==> config.mk <==
export PLATFORM = sky130hd
export DESIGN_NAME = key_value_list_table
export DESIGN_NICKNAME = d
export VERILOG_FILES = /design/src/sv/kvlt_pkg.sv /design/src/sv/kvlt_dp.sv /design/src/sv/kvlt_ctrl.sv /design/src/sv/key_value_list_table.sv
export SDC_FILE = /design/constraint.sdc
export NUM_CORES = 1
export LEC_CHECK = 0
export BUFFER_PORTS_ARGS = -buffer_cell sky130_fd_sc_hd__buf_2
export CORE_MARGIN = 5
export CORE_UTILIZATION = 55
export DETAILED_ROUTE_END_ITERATION = 7
export MAX_ROUTING_LAYER = met4
export PLACE_DENSITY = 0.67
export SETUP_SLACK_MARGIN = 0.4
export SLEW_MARGIN = 15
export SYNTH_ARGS = -nofsm -noshare
export SYNTH_HDL_FRONTEND = slang
export SYNTH_HIERARCHICAL = 1
export SYNTH_SLANG_ARGS = --single-unit
==> constraint.sdc <==
create_clock -name i_clk -period 16.09 [get_ports i_clk]
set_input_delay 2.4135 -clock i_clk [delete_from_list [all_inputs] [get_ports i_clk]]
set_output_delay 2.4135 -clock i_clk [all_outputs]
set_load 0.1 [all_outputs]
==> src/sv/kvlt_pkg.sv <==
package kvlt_pkg;

    localparam int DEPTH      = 16;
    localparam int KEY_BITS   = 32;
    localparam int VALUE_BITS = 32;
    localparam int IDX_W      = $clog2(DEPTH);
    localparam int CNT_W      = $clog2(DEPTH + 1);

    typedef enum logic [1:0] {
        OP_GET = 2'd0,
        OP_SET = 2'd1,
        OP_ADD = 2'd2,
        OP_DEL = 2'd3
    } t_op;

    typedef enum logic [1:0] {
        ST_OK        = 2'd0,
        ST_NOT_FOUND = 2'd1,
        ST_FULL      = 2'd2
    } t_status;

    typedef struct packed {
        t_op                   func;
        logic [KEY_BITS-1:0]   key;
        logic [VALUE_BITS-1:0] value_in;
    } t_req;

    typedef struct packed {
        t_status               status;
        logic [VALUE_BITS-1:0] value_out;
        logic [CNT_W-1:0]      entry_count;
    } t_rsp;

    typedef enum logic [2:0] {
        S_IDLE,
        S_READ,
        S_CMP,
        S_SH_RD,
        S_SH_WR,
        S_APPEND,
        S_RESP
    } t_state;

    typedef struct packed {
        logic    load;
        logic    rd_en;
        logic    rd_next;
        logic    inc_idx;
        logic    wr_set;
        logic    wr_shift;
        logic    append;
        logic    dec_cnt;
        logic    cap_value;
        logic    set_st;
        t_status st_code;
    } t_cmd;

    typedef struct packed {
        t_op  op;
        logic at_end;
        logic match;
        logic full;
        logic last_shift;
    } t_sts;

endpackage

==> src/sv/kvlt_dp.sv <==
module kvlt_dp (
    input  logic          i_clk,
    input  logic          i_rst_n,
    input  kvlt_pkg::t_req i_req,
    input  kvlt_pkg::t_cmd i_cmd,
    output kvlt_pkg::t_sts o_sts,
    output kvlt_pkg::t_rsp o_rsp
);
    import kvlt_pkg::*;

    logic [KEY_BITS-1:0]   r_key_mem [DEPTH];
    logic [VALUE_BITS-1:0] r_val_mem [DEPTH];

    t_req                  r_req;
    logic [CNT_W-1:0]      r_idx;
    logic [CNT_W-1:0]      r_cnt;
    logic [KEY_BITS-1:0]   r_rd_key;
    logic [VALUE_BITS-1:0] r_rd_val;
    t_status               r_status;
    logic [VALUE_BITS-1:0] r_vout;

    logic [CNT_W-1:0]      idx_inc;
    logic [IDX_W-1:0]      raddr;
    logic [IDX_W-1:0]      waddr;
    logic                  wr_key;
    logic                  wr_val;
    logic [KEY_BITS-1:0]   wkey;
    logic [VALUE_BITS-1:0] wval;

    assign idx_inc = r_idx + CNT_W'(1);
    assign raddr   = i_cmd.rd_next ? idx_inc[IDX_W-1:0] : r_idx[IDX_W-1:0];

    always_comb begin
        waddr  = r_idx[IDX_W-1:0];
        wkey   = r_rd_key;
        wval   = r_rd_val;
        wr_key = 1'b0;
        wr_val = 1'b0;
        if (i_cmd.append) begin
            waddr  = r_cnt[IDX_W-1:0];
            wkey   = r_req.key;
            wval   = r_req.value_in;
            wr_key = 1'b1;
            wr_val = 1'b1;
        end else if (i_cmd.wr_set) begin
            wval   = r_req.value_in;
            wr_val = 1'b1;
        end else if (i_cmd.wr_shift) begin
            wr_key = 1'b1;
            wr_val = 1'b1;
        end
    end

    always_ff @(posedge i_clk) begin
        if (wr_key) begin
            r_key_mem[waddr] <= wkey;
        end
        if (wr_val) begin
            r_val_mem[waddr] <= wval;
        end
    end

    always_ff @(posedge i_clk) begin
        if (i_cmd.rd_en) begin
            r_rd_key <= r_key_mem[raddr];
            r_rd_val <= r_val_mem[raddr];
        end
    end

    always_ff @(posedge i_clk) begin
        if (i_cmd.load) begin
            r_req  <= i_req;
            r_vout <= '0;
        end else if (i_cmd.cap_value) begin
            r_vout <= r_rd_val;
        end
        if (i_cmd.set_st) begin
            r_status <= i_cmd.st_code;
        end
    end

    always_ff @(posedge i_clk) begin
        if (!i_rst_n) begin
            r_idx <= '0;
            r_cnt <= '0;
        end else begin
            if (i_cmd.load) begin
                r_idx <= '0;
            end else if (i_cmd.inc_idx) begin
                r_idx <= idx_inc;
            end
            if (i_cmd.append) begin
                r_cnt <= r_cnt + CNT_W'(1);
            end else if (i_cmd.dec_cnt) begin
                r_cnt <= r_cnt - CNT_W'(1);
            end
        end
    end

    assign o_sts.op         = r_req.func;
    assign o_sts.at_end     = (r_idx == r_cnt);
    assign o_sts.match      = (r_rd_key == r_req.key);
    assign o_sts.full       = (r_cnt == CNT_W'(DEPTH));
    assign o_sts.last_shift = (idx_inc >= r_cnt);

    assign o_rsp.status      = r_status;
    assign o_rsp.value_out   = r_vout;
    assign o_rsp.entry_count = r_cnt;

endmodule

==> src/sv/kvlt_ctrl.sv <==
module kvlt_ctrl (
    input  logic           i_clk,
    input  logic           i_rst_n,
    input  logic           i_start,
    input  kvlt_pkg::t_sts i_sts,
    output kvlt_pkg::t_cmd o_cmd,
    output logic           o_busy,
    output logic           o_valid
);
    import kvlt_pkg::*;

    t_state r_state;
    t_state n_state;

    always_ff @(posedge i_clk) begin
        if (!i_rst_n) begin
            r_state <= S_IDLE;
        end else begin
            r_state <= n_state;
        end
    end

    always_comb begin
        n_state = r_state;
        case (r_state)
            S_IDLE: begin
                if (i_start) begin
                    n_state = S_READ;
                end
            end
            S_READ: begin
                if (i_sts.op == OP_ADD) begin
                    n_state = S_APPEND;
                end else if (i_sts.at_end) begin
                    n_state = (i_sts.op == OP_SET) ? S_APPEND : S_RESP;
                end else begin
                    n_state = S_CMP;
                end
            end
            S_CMP: begin
                if (!i_sts.match) begin
                    n_state = S_READ;
                end else if (i_sts.op == OP_DEL) begin
                    n_state = S_SH_RD;
                end else begin
                    n_state = S_RESP;
                end
            end
            S_SH_RD: begin
                n_state = i_sts.last_shift ? S_RESP : S_SH_WR;
            end
            S_SH_WR: begin
                n_state = S_SH_RD;
            end
            S_APPEND: begin
                n_state = S_RESP;
            end
            S_RESP: begin
                n_state = S_IDLE;
            end
            default: begin
                n_state = S_IDLE;
            end
        endcase
    end

    always_comb begin
        o_cmd         = '0;
        o_cmd.st_code = ST_OK;
        o_busy        = (r_state != S_IDLE);
        o_valid       = (r_state == S_RESP);
        case (r_state)
            S_IDLE: begin
                o_cmd.load = i_start;
            end
            S_READ: begin
                if (i_sts.op != OP_ADD) begin
                    if (i_sts.at_end) begin
                        if (i_sts.op != OP_SET) begin
                            o_cmd.set_st  = 1'b1;
                            o_cmd.st_code = ST_NOT_FOUND;
                        end
                    end else begin
                        o_cmd.rd_en = 1'b1;
                    end
                end
            end
            S_CMP: begin
                if (!i_sts.match) begin
                    o_cmd.inc_idx = 1'b1;
                end else if (i_sts.op == OP_GET) begin
                    o_cmd.cap_value = 1'b1;
                    o_cmd.set_st    = 1'b1;
                end else if (i_sts.op == OP_SET) begin
                    o_cmd.wr_set = 1'b1;
                    o_cmd.set_st = 1'b1;
                end
            end
            S_SH_RD: begin
                if (i_sts.last_shift) begin
                    o_cmd.dec_cnt = 1'b1;
                    o_cmd.set_st  = 1'b1;
                end else begin
                    o_cmd.rd_en   = 1'b1;
                    o_cmd.rd_next = 1'b1;
                end
            end
            S_SH_WR: begin
                o_cmd.wr_shift = 1'b1;
                o_cmd.inc_idx  = 1'b1;
            end
            S_APPEND: begin
                o_cmd.set_st = 1'b1;
                if (i_sts.full) begin
                    o_cmd.st_code = ST_FULL;
                end else begin
                    o_cmd.append = 1'b1;
                end
            end
            S_RESP: begin
            end
            default: begin
            end
        endcase
    end

endmodule

==> src/sv/key_value_list_table.sv <==
// Key/value list table: up to 16 pairs kept densely in insertion order.
// Request beat: i_req (func, key, value_in) is taken on a rising edge with
// start high and busy low. busy stays high until the result has gone out.
// Result beat: o_rsp (status, value_out, entry_count) is shown for exactly
// one cycle with o_valid high; the receiver cannot stall, so it must take
// the beat in that cycle.
// Search: the entries are read one at a time from a single read port
// memory, through a read state and then a compare state for each. A get
// or set stops at the first matching entry, and a miss reads every entry.
// A set miss then appends in a further state; an add appends with no
// search. A delete shifts each later entry down one place, reading
// and then writing each in turn. The longest request is a set of a new
// key on a full table. The next request may be taken in the cycle after
// the result beat.
// Reset clears the entry count and returns the sequencer to idle; stored
// keys and values are left as they are and are never read above the count.
module key_value_list_table (
    input  logic           i_clk,
    input  logic           i_rst_n,
    input  logic           start,
    input  kvlt_pkg::t_req i_req,
    output logic           busy,
    output logic           o_valid,
    output kvlt_pkg::t_rsp o_rsp
);
    import kvlt_pkg::*;

    t_cmd cmd;
    t_sts sts;

    kvlt_ctrl u_ctrl (
        .i_clk   (i_clk),
        .i_rst_n (i_rst_n),
        .i_start (start),
        .i_sts   (sts),
        .o_cmd   (cmd),
        .o_busy  (busy),
        .o_valid (o_valid)
    );

    kvlt_dp u_dp (
        .i_clk   (i_clk),
        .i_rst_n (i_rst_n),
        .i_req   (i_req),
        .i_cmd   (cmd),
        .o_sts   (sts),
        .o_rsp   (o_rsp)
    );

endmodule

Word level (Yosys, flattened, before mapping)
Memories as Yosys holds them, arrays and structs flattened. A register that Yosys moved wholly into a read port is not among the register bits.
Cells that the tools add are included.
{"block": "op_classes", "muxes": 51, "n_reduce_logical": 5, "eq_ne": 15, "n_addsub": 3, "n_lt_le_gt_ge": 1, "n_bitwise": 1}
{"op": "$mux 32", "n": 3}
{"op": "$eq 32x32->1", "n": 1}
{"op": "$mux 1", "n": 26}
{"op": "$mux 3", "n": 8}
{"op": "$pmux 3 s6", "n": 1}
{"op": "$add 5x1->5 const B", "n": 2}
{"op": "$mux 2", "n": 5}
{"op": "$mux 5", "n": 2}
{"op": "$eq 3x3->1 const B", "n": 3}
{"op": "$mux 4", "n": 2}
{"op": "$eq 3x2->1 const B", "n": 2}
{"op": "$eq 5x5->1", "n": 1}
{"op": "$eq 5x5->1 const B", "n": 1}
{"op": "$ge 5x5->1", "n": 1}
{"op": "$sub 5x1->5 const B", "n": 1}
{"op": "$eq 2x2->1 const B", "n": 2}
{"op": "$ne 2x2->1 const B", "n": 2}
{"op": "$pmux 1 s2", "n": 2}
{"op": "$pmux 1 s4", "n": 1}
{"op": "$pmux 2 s2", "n": 1}
{"op": "$eq 3x1->1 const B", "n": 1}
{"op": "$logic_not 3->1", "n": 1}
{"op": "$reduce_bool 3->1", "n": 1}
{"op": "$eq 2x1->1 const B", "n": 1}
{"op": "5 further kinds", "n": 5}
{"block": "word_totals", "register_bits": 113, "ram_bits": 1024, "out_inout_bits": 41, "in_bits": 69, "memories": 2}
{"name": "u_dp.r_key_mem", "depth": 16, "word_bits": 32, "rd": 1, "rd_ports_with_merged_regs": 1, "write_ports": 1, "line": "kvlt_dp.sv:11", "rtl": "logic [KEY_BITS-1:0] r_key_mem [DEPTH];"}
{"name": "u_dp.r_val_mem", "depth": 16, "word_bits": 32, "rd": 1, "rd_ports_with_merged_regs": 1, "write_ports": 1, "line": "kvlt_dp.sv:12", "rtl": "logic [VALUE_BITS-1:0] r_val_mem [DEPTH];"}

Logic depth before layout (Yosys ltp)
{"block": "logic_depth", "ltp_word": 9, "ltp_mapped": 15}

Modules after synthesis
Netlist, hierarchy kept.
{"mod": "kvlt_dp", "cells_per_inst": 2810, "seq_area_each_um2": 35554.1, "area_per_inst_um2": 50312.0, "instances": 1}
{"mod": "kvlt_ctrl", "cells_per_inst": 51, "seq_area_each_um2": 60.1, "area_per_inst_um2": 341.6, "instances": 1}

Worst setup path before layout
Ideal clock, no wire load.
{"block": "synth_timing", "path_type": "register to register", "startpoint": "register u_dp.r_cnt[0]", "endpoint": "register u_dp.r_rd_key[0], read port of u_dp.r_key_mem (enable)", "arrival_time_ps": 6329, "t_required_ps": 15506, "path_stages_with_launch": 4, "setup_slack_ps": 9177, "path_buffers": 0, "cell_sequence": "dfxtp_1 -> ha_1 -> nor3_1 -> o32ai_1"}
{"element": "start: declaration", "line": "kvlt_dp.sv:16", "rtl": "logic [CNT_W-1:0] r_cnt;"}
{"element": "start signal: assignment", "line": "kvlt_dp.sv:93", "rtl": "r_cnt <= r_cnt + CNT_W'(1);"}
{"element": "start signal: assignment", "line": "kvlt_dp.sv:95", "rtl": "r_cnt <= r_cnt - CNT_W'(1);"}
{"element": "end: declaration", "line": "kvlt_dp.sv:17", "rtl": "logic [KEY_BITS-1:0] r_rd_key;"}

==> impl_metrics.prom <==
# TYPE chip_impl_metric gauge
chip_impl_metric{name="n_fill_cell",unit=""} 6484
chip_impl_metric{name="rrSetupSlack",unit="ps"} 9950
chip_impl_metric{name="drt_iter0_markers",unit=""} 2945
chip_impl_metric{name="dpl_cell_area",unit="sq mm"} 0.0527
chip_impl_metric{name="critical_path_required",unit="ps"} 16520
chip_impl_metric{name="numPlacedInstances",unit=""} 4032
chip_impl_metric{name="count_of_standard_cell_rows",unit=""} 111
chip_impl_metric{name="cts_inserted_buffers",unit=""} 120
chip_impl_metric{name="synth_simple_gate_area_frac",unit=""} 0.0241
chip_impl_metric{name="synth_cells",unit=""} 2861
chip_impl_info{name="synth_largest_area_cell",value="sky130_fd_sc_hd__edfxtp_1"} 1
chip_impl_metric{name="post_synth.cell_area_avg",unit="sq um"} 17.7
chip_impl_metric{name="core-area",unit="sq mm"} 0.0915
chip_impl_metric{name="number_of_warnings_printed_during_yosys_synthesis",unit=""} 6
chip_impl_metric{name="cap_violations",unit=""} 0
chip_impl_metric{name="xor_xnor_share_of_the_synthesized_area",unit=""} 0.00865
chip_impl_metric{name="finalWirelength",unit="mm"} 127
chip_impl_info{name="cts.root.buffer_cell",value="sky130_fd_sc_hd__clkbuf_16"} 1
chip_impl_metric{name="first_global_vias",unit=""} 28925
chip_impl_metric{name="async_reset_ff_frac",unit=""} 0
chip_impl_metric{name="leakage_power_figure",unit="nW"} 17.4
chip_impl_metric{name="post-route-worst-setup-slack",unit="ps"} 9950
chip_impl_metric{name="timing_hold_violations_final",unit=""} 0
chip_impl_metric{name="postSynthNetCount",unit=""} 2940
chip_impl_metric{name="pre_cts_ws",unit="ps"} 9590
chip_impl_info{name="post_synth_most_frequent_cells",value="1156 x sky130_fd_sc_hd__edfxtp_1, 548 x sky130_fd_sc_hd__mux2i_1, 149 x sky130_fd_sc_hd__nand2_1"} 1
chip_impl_metric{name="groute.layer.met1.usage",unit=""} 0.334
chip_impl_metric{name="globalRouteOverflowTotal",unit=""} 0
chip_impl_metric{name="floorplan.io_pins",unit=""} 110
chip_impl_metric{name="post_layout_nonfiller_instances",unit=""} 4257
chip_impl_metric{name="post_drt_via_cell_ratio",unit=""} 6.65
chip_impl_metric{name="yosys.area_share.adder",unit=""} 0.00262
chip_impl_info{name="hp-class",value="register to register"} 1
chip_impl_metric{name="period_share",unit=""} 0.382
chip_impl_info{name="tritoncts_clock_tree",value="yes"} 1
chip_impl_info{name="critical_path_class",value="register to register"} 1
chip_impl_metric{name="synthDistinctLibCells",unit=""} 51
chip_impl_metric{name="grt_first_pass_wirelength",unit="mm"} 186
chip_impl_metric{name="synth-edff-count",unit=""} 1156
chip_impl_metric{name="setup-tns-final",unit="ps"} 0
chip_impl_metric{name="avgRoutedWirePerCell",unit="microns"} 29.9
chip_impl_info{name="largest_family_of_logic_cells_by_synthesized_area",value="multiplexers"} 1
chip_impl_metric{name="die_width",unit="microns"} 313
chip_impl_metric{name="detailed_place_hpwl",unit="mm"} 64.4
chip_impl_metric{name="slew_violations",unit=""} 0
chip_impl_metric{name="timing.fmax",unit="MHz"} 163
chip_impl_info{name="dominant_cells_by_area_after_synthesis",value="sky130_fd_sc_hd__edfxtp_1 69%, sky130_fd_sc_hd__mux2i_1 11%, sky130_fd_sc_hd__mux4_2 5.7%"} 1
chip_impl_metric{name="fin_area",unit="sq mm"} 0.0567
chip_impl_metric{name="cts.htree.levels",unit=""} 3
chip_impl_info{name="result_of_the_run",value="completed"} 1
chip_impl_metric{name="cts_num_sinks",unit=""} 1201
chip_impl_metric{name="antenna_violations_before_repair",unit=""} 1
chip_impl_metric{name="worst_clock_skew",unit="ps"} 29.4
chip_impl_metric{name="netlist_area",unit="sq mm"} 0.0507
chip_impl_metric{name="drive_above_1_share",unit=""} 0.201
chip_impl_info{name="worst_setup_path_end_kind",value="register"} 1
chip_impl_metric{name="cp_max_fo",unit=""} 66
chip_impl_metric{name="power_density",unit="mW/mm^2"} 123
chip_impl_metric{name="global_route.usage.met3",unit=""} 0.0374
chip_impl_metric{name="timing.slew.headroom",unit=""} 0.206
chip_impl_metric{name="cts_hold_buffers",unit=""} 0
chip_impl_metric{name="drt.antenna.violating_nets",unit=""} 0
chip_impl_metric{name="place.gp.congestion",unit=""} 0.799
chip_impl_metric{name="complex_gate_fraction_of_the_synthesized_area",unit=""} 0.0629
chip_impl_metric{name="number_of_design_rule_violations_left_after_detail_routing",unit=""} 0
chip_impl_info{name="globalRoute.busiestLayer",value="met2"} 1
chip_impl_metric{name="post_cts_resize_count",unit=""} 0
chip_impl_metric{name="clk_latency",unit="ps"} 700
chip_impl_metric{name="drt_first_pass_iters",unit=""} 6
chip_impl_metric{name="net_count_reported_at_finish",unit=""} 3047
chip_impl_metric{name="initial_utilization",unit=""} 0.553
chip_impl_info{name="synth_most_common_cell",value="sky130_fd_sc_hd__edfxtp_1"} 1
chip_impl_metric{name="arrival",unit="ps"} 6580
chip_impl_metric{name="flow.area_growth_from_synthesis",unit="%"} 11.9
chip_impl_metric{name="dr_total_vias",unit=""} 28321
chip_impl_metric{name="number_of_port_buffers",unit=""} 109
chip_impl_metric{name="seq_area_frac_synth",unit=""} 0.703
chip_impl_metric{name="die_height",unit="microns"} 313
chip_impl_info{name="most_used_flip_flop_cell_after_synthesis",value="sky130_fd_sc_hd__edfxtp_1"} 1
chip_impl_metric{name="setup_violations",unit=""} 0
chip_impl_info{name="rsz_0062_raised_after_global_routing",value="false"} 1
chip_impl_metric{name="max_slew.worst_pin.slew",unit="ps"} 1190
chip_impl_metric{name="yosys-mux-area-fraction",unit=""} 0.179
chip_impl_metric{name="synth_top_area_share",unit=""} 0.685
chip_impl_metric{name="grtUsageMet2",unit=""} 0.441
chip_impl_metric{name="period_needed",unit="ps"} 6140
chip_impl_metric{name="design.die.area",unit="sq mm"} 0.0983
chip_impl_metric{name="post-cts-setup-buffer-count",unit=""} 0
chip_impl_metric{name="cts.reportedPaths.clkPinSlew",unit="ps"} 60
chip_impl_metric{name="vdd_ir_drop_max",unit="V"} 0.000102
chip_impl_metric{name="ys_ff_latch",unit=""} 1201
chip_impl_metric{name="globalRouteTotalUtil",unit=""} 0.261
chip_impl_metric{name="cts_max_path_buffers",unit=""} 3
chip_impl_metric{name="grt_max_degree",unit=""} 138
chip_impl_info{name="startpoint_kind_of_the_worst_setup_timing_path",value="register"} 1
## state kept, by name, indices dropped and copies added, names as in the netlist
name and flops:
u_dp/r_req 64, u_dp/r_idx 5, u_dp/r_rd_val 32, u_ctrl/r_state 3, u_dp/r_cnt 5, u_dp/o_sts 2
u_dp/r_vout 32, u_dp/r_rd_key 32, u_dp/r_status 2, u_dp/r_val_mem 512, u_dp/r_key_mem 512
## path summary, 6_finish.rpt
| path | startpoint | endpoint | cells past startpoint |
|---|---|---|---|
| max | u_dp/r_idx[1]$_SDFFE_PP0P_ | u_dp/r_rd_val[19]$_DFFE_PP_ | 12 |
| min | u_dp/r_vout[26]$_SDFFE_PP0P_ | u_dp/r_vout[26]$_SDFFE_PP0P_ | 2 |
| max reg2reg | u_dp/r_idx[1]$_SDFFE_PP0P_ | u_dp/r_rd_val[19]$_DFFE_PP_ | 12 |
| min reg2reg | u_dp/r_vout[26]$_SDFFE_PP0P_ | u_dp/r_vout[26]$_SDFFE_PP0P_ | 2 |
## cell type report
type | count | area [sq um] | share of cell area
flip-flops and latches | 1201 | 35600 | 0.628
multi-input cells | 1453 | 14500 | 0.255
clock buffers | 133 | 3160 | 0.0557
well taps | 1186 | 1480 | 0.0262
repair buffers | 180 | 1100 | 0.0195
clock inverters | 91 | 805 | 0.0142
inverters | 12 | 45.0 | 0.000795
diodes | 1 | 2.50 | 0.0000442
## through the flow
step                total power, mW  utilization  hold WS (ps)
global route                   7.19        0.619           516
global placement               4.22        0.576           470
detailed placement             4.24        0.576           482
floorplan                      4.07            -           478
CTS                            7.01        0.619           497
finish                         6.97        0.619           491
## where the power goes
group          switching [mW]  total [mW]  leakage, nW  internal [mW]
registers              0.0400        3.58         10.8           3.54
logic                   0.370       0.594         4.68          0.224
clock network            1.16        2.79         1.98           1.63
total                    1.57        6.97         17.4           5.39
## cell usage in the layout (no fill, tap or decap), drive strengths merged, types with 12 or more instances in the layout
master     n
dfxtp     45
o21ai     12
nor2      86
inv       15
a222oi    64
clkinv    72
edfxtp  1156
mux4     128
bufinv    14
mux2i    548
xor2      39
a221oi   128
mux2      64
clkbuf   133
buf      180
a22o     128
nand2    149
## kinds of logic after synthesis
family | Yosys count
flip-flops | 1201
multiplexers | 740
AO/OA/AOI/OAI | 367
AND/OR/NAND/NOR | 286
buffers and inverters | 207
XOR/XNOR | 50
adder cells (fa/ha/maj) | 10
## worst max-delay path, stage by stage, from the launching register on
cell and delay [ps]:
sky130_fd_sc_hd__dfxtp_4 920, sky130_fd_sc_hd__ha_4 520, sky130_fd_sc_hd__ha_1 320, sky130_fd_sc_hd__a21o_1 160
sky130_fd_sc_hd__a21o_1 170, sky130_fd_sc_hd__a21o_1 180, sky130_fd_sc_hd__a21o_1 250, sky130_fd_sc_hd__nor2_2 640
sky130_fd_sc_hd__and2_4 1000, sky130_fd_sc_hd__buf_4 910, sky130_fd_sc_hd__a221oi_1 230, sky130_fd_sc_hd__a222oi_1 400
sky130_fd_sc_hd__nand2_1 90
## layer usage
layer | part of all wire | up-vias
met4 | 0.030 | 0
met2 | 0.51 | 1262
li1 | - | 11998
met3 | 0.070 | 254
met1 | 0.39 | 14807
met5 | 0 | -
Power figures use the tool's default switching activity.
